--- src/rtl/ffba_pkg.sv ---
// types and codes shared by the first-fit block allocator
`timescale 1ns / 1ps
package ffba_pkg;

  // request modes
  localparam logic [1:0] MODE_ALLOC  = 2'd0;
  localparam logic [1:0] MODE_FREE   = 2'd1;
  localparam logic [1:0] MODE_RESIZE = 2'd2;
  localparam logic [1:0] MODE_UNUSED = 2'd3;

  // result status codes
  localparam logic [2:0] ST_DONE       = 3'd0;
  localparam logic [2:0] ST_NULL       = 3'd1;
  localparam logic [2:0] ST_HEAP_FULL  = 3'd2;
  localparam logic [2:0] ST_TABLE_FULL = 3'd3;
  localparam logic [2:0] ST_UNKNOWN    = 3'd4;

  // register indexes on the config port
  localparam logic REG_HEAP_BASE  = 1'b0;
  localparam logic REG_HEAP_LIMIT = 1'b1;

  // packed item widths
  localparam int IN_BYTES  = 9;
  localparam int OUT_BYTES = 9;

  // one block table entry
  typedef struct packed {
    logic        is_free;
    logic [31:0] bytes;
    logic [31:0] start;
  } entry_t;

  // sequencer states
  typedef enum logic [5:0] {
    S_IDLE    = 6'b000001,
    S_FIT     = 6'b000010,
    S_FIND    = 6'b000100,
    S_APPEND  = 6'b001000,
    S_RELEASE = 6'b010000,
    S_DONE    = 6'b100000
  } state_t;

endpackage

--- src/rtl/first_fit_block_allocator.sv ---
// first-fit heap allocator: block table, scan sequencer and stream/config ports
//
//   channel   direction  signals                               contents
//   s_axis    in         s_axis_tvalid/tready/tdata            mode, request_size, block_address
//   m_axis    out        m_axis_tvalid/tready/tdata            result_address, status, copy_bytes
//   apb       in/out     psel/penable/pwrite/paddr/pwdata/...  heap_base at 0, heap_limit at 4
//
// an allocate or free scans the entries in use at most once, and a moving resize
// does a find scan and then a fit scan over them; the table scan reads one entry
// per cycle from the block table memory
// reset is synchronous and clears the break, the entry count and both channels
// s_axis_tready is high only while the sequencer is idle; the result sits in an
// output register, so a new item is taken while m_axis_tready is low
`timescale 1ns / 1ps
module first_fit_block_allocator #(
  parameter int MAX_BLOCKS   = 64,
  parameter int HEADER_BYTES = 12
) (
  input  logic                                clk,
  input  logic                                rst,
  input  logic                                s_axis_tvalid,
  output logic                                s_axis_tready,
  // [1:0] mode, [33:2] request_size, [65:34] block_address, zero fill above
  input  logic [8*ffba_pkg::IN_BYTES-1:0]     s_axis_tdata,
  output logic                                m_axis_tvalid,
  input  logic                                m_axis_tready,
  // [31:0] result_address, [34:32] status, [66:35] copy_bytes, zero fill above
  output logic [8*ffba_pkg::OUT_BYTES-1:0]    m_axis_tdata,
  input  logic                                psel,
  input  logic                                penable,
  input  logic                                pwrite,
  input  logic [2:0]                          paddr,
  input  logic [31:0]                         pwdata,
  output logic [31:0]                         prdata,
  output logic                                pready
);
  import ffba_pkg::*;

  localparam int AW = (MAX_BLOCKS > 1) ? $clog2(MAX_BLOCKS) : 1;
  localparam int CW = $clog2(MAX_BLOCKS + 1);
  localparam logic [31:0] HDR = 32'(HEADER_BYTES);
  localparam logic [CW-1:0] FULL_COUNT = CW'(MAX_BLOCKS);

  // block table memory
  entry_t mem [MAX_BLOCKS];
  entry_t rd_entry;
  logic          we;
  logic [AW-1:0] waddr;
  entry_t        wdata;

  // control and state
  state_t        state;
  logic [31:0]   heap_base;
  logic [31:0]   heap_limit;
  logic [31:0]   heap_break;
  logic [CW-1:0] entry_count;
  logic [1:0]    op_mode;
  logic [31:0]   op_size;
  logic [31:0]   op_addr;
  logic          move;
  logic [CW-1:0] scan_idx;
  logic [CW-1:0] chk_idx;
  logic          pend;
  logic [CW-1:0] old_idx;
  logic [31:0]   old_start;
  logic [31:0]   old_bytes;
  logic [31:0]   res_addr;
  logic [2:0]    res_status;
  logic [31:0]   res_copy;

  logic          chk_live;
  logic          scan_end;
  logic          fit_hit;
  logic          find_match;
  logic          heap_fail;
  logic          table_full;
  logic          old_last;
  logic [33:0]   need;
  logic          in_acc;
  logic          cfg_wr;

  assign pready        = 1'b1;
  assign s_axis_tready = (state == S_IDLE);
  assign in_acc        = s_axis_tvalid && s_axis_tready;
  assign cfg_wr        = psel && penable && pwrite && pready;
  assign prdata        = (paddr[2] == REG_HEAP_LIMIT) ? heap_limit : heap_base;

  // shared compare unit on the entry just read
  always_comb begin
    chk_live   = pend && (chk_idx < entry_count);
    scan_end   = pend && !(chk_idx < entry_count);
    fit_hit    = (state == S_FIT) && chk_live && rd_entry.is_free &&
                 (rd_entry.bytes >= op_size);
    find_match = (state == S_FIND) && chk_live && ((rd_entry.start + HDR) == op_addr);
    need       = {2'b00, heap_break} + {2'b00, HDR} + {2'b00, op_size};
    heap_fail  = need > {2'b00, heap_limit};
    table_full = (entry_count == FULL_COUNT);
    old_last   = ((old_idx + CW'(1)) == entry_count);
  end

  // table write select
  always_comb begin
    we    = 1'b0;
    waddr = '0;
    wdata = rd_entry;
    if (fit_hit) begin
      we            = 1'b1;
      waddr         = chk_idx[AW-1:0];
      wdata.is_free = 1'b0;
    end else if ((state == S_APPEND) && !heap_fail && !table_full) begin
      we            = 1'b1;
      waddr         = entry_count[AW-1:0];
      wdata.is_free = 1'b0;
      wdata.bytes   = op_size;
      wdata.start   = heap_base + heap_break;
    end else if ((state == S_RELEASE) && !old_last) begin
      we            = 1'b1;
      waddr         = old_idx[AW-1:0];
      wdata.is_free = 1'b1;
      wdata.bytes   = old_bytes;
      wdata.start   = old_start;
    end
  end

  // table memory ports
  always_ff @(posedge clk) begin
    if (we) begin
      mem[waddr] <= wdata;
    end
    rd_entry <= mem[scan_idx[AW-1:0]];
  end

  // config registers
  always_ff @(posedge clk) begin
    if (rst) begin
      heap_base  <= 32'h1000_0000;
      heap_limit <= 32'd65536;
    end else if (cfg_wr) begin
      if (paddr[2] == REG_HEAP_BASE) begin
        heap_base <= pwdata;
      end else begin
        heap_limit <= pwdata;
      end
    end
  end

  // sequencer
  always_ff @(posedge clk) begin
    if (rst) begin
      state       <= S_IDLE;
      heap_break  <= '0;
      entry_count <= '0;
      pend        <= 1'b0;
      scan_idx    <= '0;
      move        <= 1'b0;
    end else begin
      case (state)
        S_IDLE: begin
          if (in_acc) begin
            op_mode    <= s_axis_tdata[1:0];
            op_size    <= s_axis_tdata[33:2];
            op_addr    <= s_axis_tdata[65:34];
            res_addr   <= '0;
            res_copy   <= '0;
            res_status <= ST_NULL;
            move       <= 1'b0;
            scan_idx   <= '0;
            pend       <= 1'b0;
            case (s_axis_tdata[1:0])
              MODE_ALLOC: begin
                state <= (s_axis_tdata[33:2] == '0) ? S_DONE : S_FIT;
              end
              MODE_FREE: begin
                state <= (s_axis_tdata[65:34] == '0) ? S_DONE : S_FIND;
              end
              MODE_RESIZE: begin
                if (s_axis_tdata[33:2] == '0) begin
                  state <= S_DONE;
                end else if (s_axis_tdata[65:34] == '0) begin
                  state <= S_FIT;
                end else begin
                  state <= S_FIND;
                end
              end
              default: begin
                state <= S_DONE;
              end
            endcase
          end
        end
        S_FIT: begin
          scan_idx <= scan_idx + CW'(1);
          chk_idx  <= scan_idx;
          pend     <= 1'b1;
          if (fit_hit) begin
            res_addr   <= rd_entry.start + HDR;
            res_status <= ST_DONE;
            if (move) begin
              res_copy <= old_bytes;
              state    <= S_RELEASE;
            end else begin
              state <= S_DONE;
            end
          end else if (scan_end) begin
            state <= S_APPEND;
          end
        end
        S_FIND: begin
          scan_idx <= scan_idx + CW'(1);
          chk_idx  <= scan_idx;
          pend     <= 1'b1;
          if (find_match) begin
            old_idx   <= chk_idx;
            old_start <= rd_entry.start;
            old_bytes <= rd_entry.bytes;
            if (rd_entry.is_free) begin
              res_status <= ST_UNKNOWN;
              state      <= S_DONE;
            end else if (op_mode == MODE_FREE) begin
              res_status <= ST_DONE;
              state      <= S_RELEASE;
            end else if (rd_entry.bytes >= op_size) begin
              res_addr   <= op_addr;
              res_status <= ST_DONE;
              state      <= S_DONE;
            end else begin
              move     <= 1'b1;
              scan_idx <= '0;
              pend     <= 1'b0;
              state    <= S_FIT;
            end
          end else if (scan_end) begin
            res_status <= ST_UNKNOWN;
            state      <= S_DONE;
          end
        end
        S_APPEND: begin
          if (heap_fail) begin
            res_status <= ST_HEAP_FULL;
            state      <= S_DONE;
          end else if (table_full) begin
            res_status <= ST_TABLE_FULL;
            state      <= S_DONE;
          end else begin
            res_addr    <= heap_base + heap_break + HDR;
            res_status  <= ST_DONE;
            entry_count <= entry_count + CW'(1);
            heap_break  <= need[31:0];
            if (move) begin
              res_copy <= old_bytes;
              state    <= S_RELEASE;
            end else begin
              state <= S_DONE;
            end
          end
        end
        S_RELEASE: begin
          if (old_last) begin
            heap_break  <= heap_break - HDR - old_bytes;
            entry_count <= old_idx;
          end
          state <= S_DONE;
        end
        S_DONE: begin
          if (!m_axis_tvalid || m_axis_tready) begin
            state <= S_IDLE;
          end
        end
        default: begin
          state <= S_IDLE;
        end
      endcase
    end
  end

  // output register
  always_ff @(posedge clk) begin
    if (rst) begin
      m_axis_tvalid <= 1'b0;
    end else if ((state == S_DONE) && (!m_axis_tvalid || m_axis_tready)) begin
      m_axis_tvalid <= 1'b1;
    end else if (m_axis_tready) begin
      m_axis_tvalid <= 1'b0;
    end
  end

  always_ff @(posedge clk) begin
    if ((state == S_DONE) && (!m_axis_tvalid || m_axis_tready)) begin
      m_axis_tdata <= {5'b0, res_copy, res_status, res_addr};
    end
  end

endmodule

--- config.mk ---
export PLATFORM = sky130hd
export DESIGN_NAME = first_fit_block_allocator
export DESIGN_NICKNAME = d
export VERILOG_FILES = /design/src/rtl/ffba_pkg.sv /design/src/rtl/first_fit_block_allocator.sv
export SDC_FILE = /design/constraint.sdc
export NUM_CORES = 2
export LEC_CHECK = 0
export BUFFER_PORTS_ARGS = -buffer_cell sky130_fd_sc_hd__buf_2
export CAP_MARGIN = 20
export CELL_PAD_IN_SITES_DETAIL_PLACEMENT = 1
export CELL_PAD_IN_SITES_GLOBAL_PLACEMENT = 2
export CORE_UTILIZATION = 35
export CTS_CLUSTER_DIAMETER = 50
export DETAILED_ROUTE_END_ITERATION = 7
export PLACE_DENSITY = 0.58
export SLEW_MARGIN = 20
export SYNTH_ARGS = -nofsm -noshare
export SYNTH_HDL_FRONTEND = slang
export SYNTH_MEMORY_MAX_BITS = 65536
export SYNTH_SLANG_ARGS = --single-unit
--- constraint.sdc ---
create_clock -name clk -period 18.5 [get_ports clk]
set_input_delay 1.85 -clock clk [delete_from_list [all_inputs] [get_ports clk]]
set_output_delay 1.85 -clock clk [all_outputs]
set_load 0.02 [all_outputs]
# Word-level counts from Yosys, hierarchy flattened
# Memory sizes are Yosys's and may differ from the RTL's. A register that Yosys moved wholly into a read port is not among the register bits.
# Cells that the tools add are included.
classes:
  reduce_logical: 42
  muxes: 82
  n_bitwise: 2
  add_sub_neg: 10
  eq_ne: 26
  n_lt_le_gt_ge: 3
op_table:
  columns: ["cell", "count"]
  rows:
  - ["two-way mux 32 bit", 16]
  - ["two-way mux 65 bit", 2]
  - ["case mux 32 bit (4 select lines)", 1]
  - ["two-way mux 6 bit", 18]
  - ["case mux 32 bit (3 select lines)", 1]
  - ["adder 32 x 4 -> 32 bit (second input constant)", 2]
  - ["zero test 32 bit", 2]
  - ["two-way mux 64 bit", 1]
  - ["case mux 32 bit (2 select lines)", 1]
  - ["two-way mux 7 bit", 8]
  - ["case mux 6 bit (6 select lines)", 1]
  - ["adder 33 x 32 -> 34 bit", 1]
  - ["greater-than comparator 34 x 32 -> 1 bit", 1]
  - ["adder 32 x 4 -> 33 bit (second input constant)", 1]
  - ["adder 32 bit", 1]
  - ["== test 32 bit", 1]
  - [">= comparator 32 bit", 1]
  - ["subtractor 32 bit", 1]
  - ["subtractor 32 x 4 -> 32 bit (second input constant)", 1]
  - ["two-way mux 3 bit", 8]
  - ["adder 7 x 1 -> 7 bit (second input constant)", 3]
  - ["case mux 7 bit (3 select lines)", 1]
  - ["!= test 2 bit (second input constant)", 10]
  - ["case mux 6 bit (3 select lines)", 1]
  - ["other kinds (34)", 81]
word_totals:
  memories: 1
  elab_cells: 186
  ramBits: 4160
  register_bits: 397
memory_table:
  columns: ["memory", "words", "width", "read_ports", "rd_ports_with_merged_regs", "write_ports", "line_no", "source"]
  rows:
  - ["mem", 64, 65, 1, 1, 1, "first_fit_block_allocator.sv:45", "entry_t mem [MAX_BLOCKS];"]

# Longest topological paths before layout
depth:
  word_depth: 10
  ltp_mapped: 27
  ltp_nobuf: 26

# Worst setup path after synthesis
# Ideal clock, no wire load.
synth_timing:
  kind: "flip-flop to flip-flop"
  from: "register op_size[15]"
  to: "memory mem[34][0] in the netlist's numbering (enable)"
  setup_ns: 0.649
  period_less_slack_ns: 12.463
  stages_incl_launch_ff: 24
  required_time_ns: 17.851
  path_slack_ns: 6.037
  arrival_time_ns: 11.815
  path_cell_list: "edfxtp_1 ha_1 ha_1 and3_1 a221o_1 a221o_1 a32oi_1 o41ai_1 or3_1 a21oi_1 o21ai_0 xor2_1 ha_1 a21oi_1 nor2b_1 a2111oi_0 nor4b_1 nand3_1 o211ai_1 nand4_2 o311a_1 clkbuf_1 clkbuf_1 nor4_1"
synth_between:
  elab_chain_len: 9
  elab_cells_between_ends: 13
  classes_between: "1 x add/sub; 2 x order compare; 6 x mux; 4 x reduce/logical"
synth_lines:
  columns: ["element", "line_no", "source"]
  rows:
  - ["start, declared", "first_fit_block_allocator.sv:58", "logic [31:0] op_size;"]
  - ["start signal, assigned", "first_fit_block_allocator.sv:161", "op_size <= s_axis_tdata[33:2];"]
  - ["adder 33 x 32 -> 34 bit", "first_fit_block_allocator.sv:95", "need = {2'b00, heap_break} + {2'b00, HDR} + {2'b00, op_size};"]
  - ["greater-than comparator 34 x 32 -> 1 bit", "first_fit_block_allocator.sv:96", "heap_fail = need > {2'b00, heap_limit};"]
  - ["zero test 1 bit", "first_fit_block_allocator.sv:110", "end else if ((state == S_APPEND) && !heap_fail && !table_full) begin"]
  - ["logical AND 1 bit (2 in series)", "first_fit_block_allocator.sv:110", null]
  - ["two-way mux 1 bit", "first_fit_block_allocator.sv:110", null]
  - ["two-way mux 1 bit", "first_fit_block_allocator.sv:106", "if (fit_hit) begin"]
  - ["two-way mux 1 bit", "first_fit_block_allocator.sv:127", "if (we) begin"]
  - ["two-way mux 1 bit (not written as such)", "first_fit_block_allocator.sv:128", "mem[waddr] <= wdata;"]
  - ["end, declared", "first_fit_block_allocator.sv:45", null]
# Parallel ways exist; a longest one is shown, timed or not.

# Worst setup path in the final report
layout_timing:
  from: "register heap_break[1]"
  to: "memory mem[9][21] in the netlist's numbering (enable)"
layout_between:
  elab_chain_len: 10
  elab_cells_between_ends: 12
  classes_between: "2 x add/sub; 1 x order compare; 6 x mux; 3 x reduce/logical"
layout_lines:
  columns: ["element", "line_no", "source"]
  rows:
  - ["start, declared", "first_fit_block_allocator.sv:55", "logic [31:0] heap_break;"]
  - ["start signal, assigned", "first_fit_block_allocator.sv:248", "heap_break <= need[31:0];"]
  - ["start signal, assigned", "first_fit_block_allocator.sv:259", "heap_break <= heap_break - HDR - old_bytes;"]
  - ["adder 32 x 4 -> 33 bit (*)", "first_fit_block_allocator.sv:95", null]
  - ["adder 33 x 32 -> 34 bit (*)", "first_fit_block_allocator.sv:95", null]
  - ["greater-than comparator 34 x 32 -> 1 bit (*)", "first_fit_block_allocator.sv:96", null]
  - ["zero test 1 bit (*)", "first_fit_block_allocator.sv:110", null]
  - ["logical AND 1 bit (*) (2 in series)", "first_fit_block_allocator.sv:110", null]
  - ["two-way mux 1 bit", "first_fit_block_allocator.sv:110", null]
  - ["two-way mux 1 bit", "first_fit_block_allocator.sv:106", null]
  - ["two-way mux 1 bit", "first_fit_block_allocator.sv:127", null]
  - ["two-way mux 1 bit (not written as such)", "first_fit_block_allocator.sv:128", null]
# Every way passes the cells marked *; elsewhere a longest branch is shown, timed or not.

==> impl_metrics.json <==
{
  "grt_pass1_wl_mm": 783,
  "synth-seq-area-share_pct": 74.3,
  "unrepaired_setup_endpoints_after_global_routing": "false",
  "hold_viol_final": 0,
  "p_leak_nw": 65.7,
  "synth.distinct_cells": 97,
  "cts_resized": 0,
  "insertion_delay_ns": 1.09,
  "synth_area_per_cell_um2": 21.2,
  "cts.sinks": 4622,
  "syn_inst": 8715,
  "synth-edff-count": 4438,
  "cts-root-to-sink-buffers": 4,
  "cp-start-kind": "flip-flop",
  "tightestPinTransition_ns": 1.23,
  "die-height_um": 728,
  "postLayoutSetupSlackWorst_ns": 7.64,
  "area_delta_synth_final_pct": 15.9,
  "postRouteWirelength_mm": 562,
  "drt_drc_violations_left": 0,
  "critPathMaxFanout": 39,
  "maxSlewHeadroom_pct": 17.7,
  "maximum_number_of_pins_on_one_net_before_global_route_repair": 147,
  "finalSetupViolCount": 0,
  "vdd_ir_drop_max_mv": 0.103,
  "gr-usage-all-layers_pct": 20.9,
  "multi_input_comb_area_um2": 46000,
  "drt_first_iter_violations": 9842,
  "antenna_found_initial": 48,
  "post_drt_wl_per_cell_um": 33.5,
  "core_area_um2": 525000,
  "drtPass1Iterations": 6,
  "required_ns": 19.13,
  "dp.final_hpwl_mm": 339,
  "final-seq-area_um2": 137000,
  "routed_via_density": 5.57,
  "hold_buffers": 0,
  "area_fraction_of_the_dominant_cell_type_after_synthesis_pct": 72.3,
  "dieArea_um2": 530000,
  "floorplan.rows": 266,
  "boundary_pin_count": 221,
  "synth.ff_latch_count": 4622,
  "ys.warnings.count": 0,
  "netlist_top_cells_count": "edfxtp_1 (4,438), mux4_2 (1,365), clkbuf_1 (322)",
  "cts_tree": "done",
  "layout_nets": 9717,
  "ys_dominant_reg_cell": "edfxtp_1",
  "cts_root_buffer": "clkbuf_16",
  "layout-drive-gt1-share_pct": 29.7,
  "critical_path.endpoint_type": "flip-flop",
  "cp.arrival_ns": 11.49,
  "path_clk_slew_ns": 0.06,
  "drv_cap": 0,
  "cts_setup_buffers": 0,
  "period_minus_slack_ns": 10.86,
  "cts_inserted_buffers": 528,
  "synthDominantAreaCellType": "edfxtp_1",
  "global_route.overflow_total": 0,
  "timing.fmax_mhz": 92.1,
  "gp_routability_congestion": 0.847,
  "num_vias": 93300,
  "cts.htree.levels": 6,
  "min_path_type": "reg -> reg",
  "place_ws_ns": 7.65,
  "crit_type": "reg -> reg",
  "yosysMostFrequentCell": "edfxtp_1",
  "number_of_filler_cells_placed_in_the_layout": 49300,
  "synthesis.area_um2": 184000,
  "timing.setup.tns_ns": 0,
  "first_global_vias": 97500,
  "power.density_cell_area_nw_per_um2": 108,
  "fin_worst_skew_ns": 0.0782,
  "design_area_um2": 214000,
  "placed_cell_area_um2": 196000,
  "timing.critical_path.slowest_cell_delay_ns": 0.95,
  "status": "completed",
  "synthArstFlopShare_pct": 0,
  "finalMaxSlewViolations": 0,
  "netlist_top_cells_area": "edfxtp_1 (72%), mux4_2 (17%), dfxtp_1 (2.0%), ha_1 (1.6%), clkbuf_1 (0.66%)",
  "io_buffers": 206,
  "crit_slowest_cell": "a2111oi_1",
  "final.period_utilization_pct": 58.7,
  "fp.dieW_um": 728,
  "p_total_mw": 23.2,
  "start_util_pct": 35.1,
  "post_detailed_route_count_of_antenna_violating_nets": 0
}
-- cell type report --
cell class / instances / share of cell area [%]
tap: 6968 / 4.08
sequential: 4622 / 64.1
clock inverter: 283 / 1.19
antenna: 10 / 0.0117
inverter: 215 / 0.378
timing repair buffer: 556 / 2.09
clock buffer: 666 / 6.65
multi-input combinational: 3446 / 21.5
-- sequential cells by signal (all words and copies together) (netlist names) --
name,count
mem,4160
m_axis_tdata,67
rd_entry,65
heap_base,32
heap_break,32
heap_limit,32
old_bytes,32
old_start,32
op_addr,32
op_size,32
res_addr,32
res_copy,32
chk_idx,7
entry_count,7
old_idx,7
scan_idx,7
state,6
res_status,3
op_mode,2
m_axis_tvalid,1
move,1
pend,1
-- cells in the final DEF, fill, tap and decap left out, drive strengths merged, types with 13 or more instances in the layout --
cell and instances:
and3 28, o211ai 20, o21a 13, nand2 291, clkbuf 666, clkinv 183
xor2 56, a211oi 29, nand3 48, mux2 35, a21oi 199, a31oi 24
mux4 1365, nor3 78, bufinv 28, mux2i 34, ha 231, clkinvlp 25
xnor2 123, nand4 42, or2 13, a311oi 18, nor2 273, and4 14
buf 556, inv 262, o22ai 59, o21ai 82, edfxtp 4438, o21bai 15
o221ai 33, nor4 54, a21o 65, nand2b 18, dfxtp 184, nor2b 18
-- where the power goes --
group / leakage (nW) / internal, mW / switching (mW)
Sequential: 41.4 / 11.6 / 0.0876
Clock: 8.14 / 5.87 / 4.29
Combinational: 16.1 / 0.542 / 0.757
-- critical path: cells and delay by family (launching register included) --
kind	cells	cell delay [ns]
AOI/OAI and AO/OA	11	4.60
xor gates and xnor gates	1	0.38
adders and majority gates	4	1.17
buffers and inverters	3	1.39
DFF	1	0.64
and+or+nand+nor	6	2.16
-- per-layer routing --
| layer | share of wire (%) | GRT usage [%] |
|---|---|---|
| met1 | 44 | 29.7 |
| met5 | 0 | 0 |
| met2 | 49 | 34.5 |
| met3 | 5.8 | 2.78 |
| met4 | 2.1 | 4.29 |
-- kinds of logic after synthesis --
logic type                 Yosys count  synth area share [%]
DFF                               4622                  74.3
muxes                             1434                  17.1
and+or+nand+nor                    932                  2.41
AOI/OAI and AO/OA                  658                  2.39
buffers and inverters              651                  1.35
adders and majority gates          234                  1.60
xor gates and xnor gates           182                 0.888
other                                2               0.00407
-- stage by stage --
stage	utilization, %	hold slack (ns)	std cells
after floorplan	-	0.400	8719
after global placement	37.4	0.406	15800
after detailed placement	37.4	0.406	15800
after CTS	40.6	0.412	16700
after global routing	40.7	0.421	16800
final	40.7	0.412	16800
-- path summary, 6_finish.rpt --
check             cells past startpoint                        from                        end  slack [ns]
setup / recovery                     25  heap_break[1]$_SDFFE_PP0P_       mem[9][21]$_DFFE_PP_        7.64
hold / removal                        0       res_addr[0]$_DFFE_PP_  m_axis_tdata[0]$_DFFE_PP_        0.41
setup reg to reg                     25  heap_break[1]$_SDFFE_PP0P_       mem[9][21]$_DFFE_PP_        7.64
hold reg to reg                       0       res_addr[0]$_DFFE_PP_  m_axis_tdata[0]$_DFFE_PP_        0.41
No activity file was read; power rests on OpenSTA's default activity.
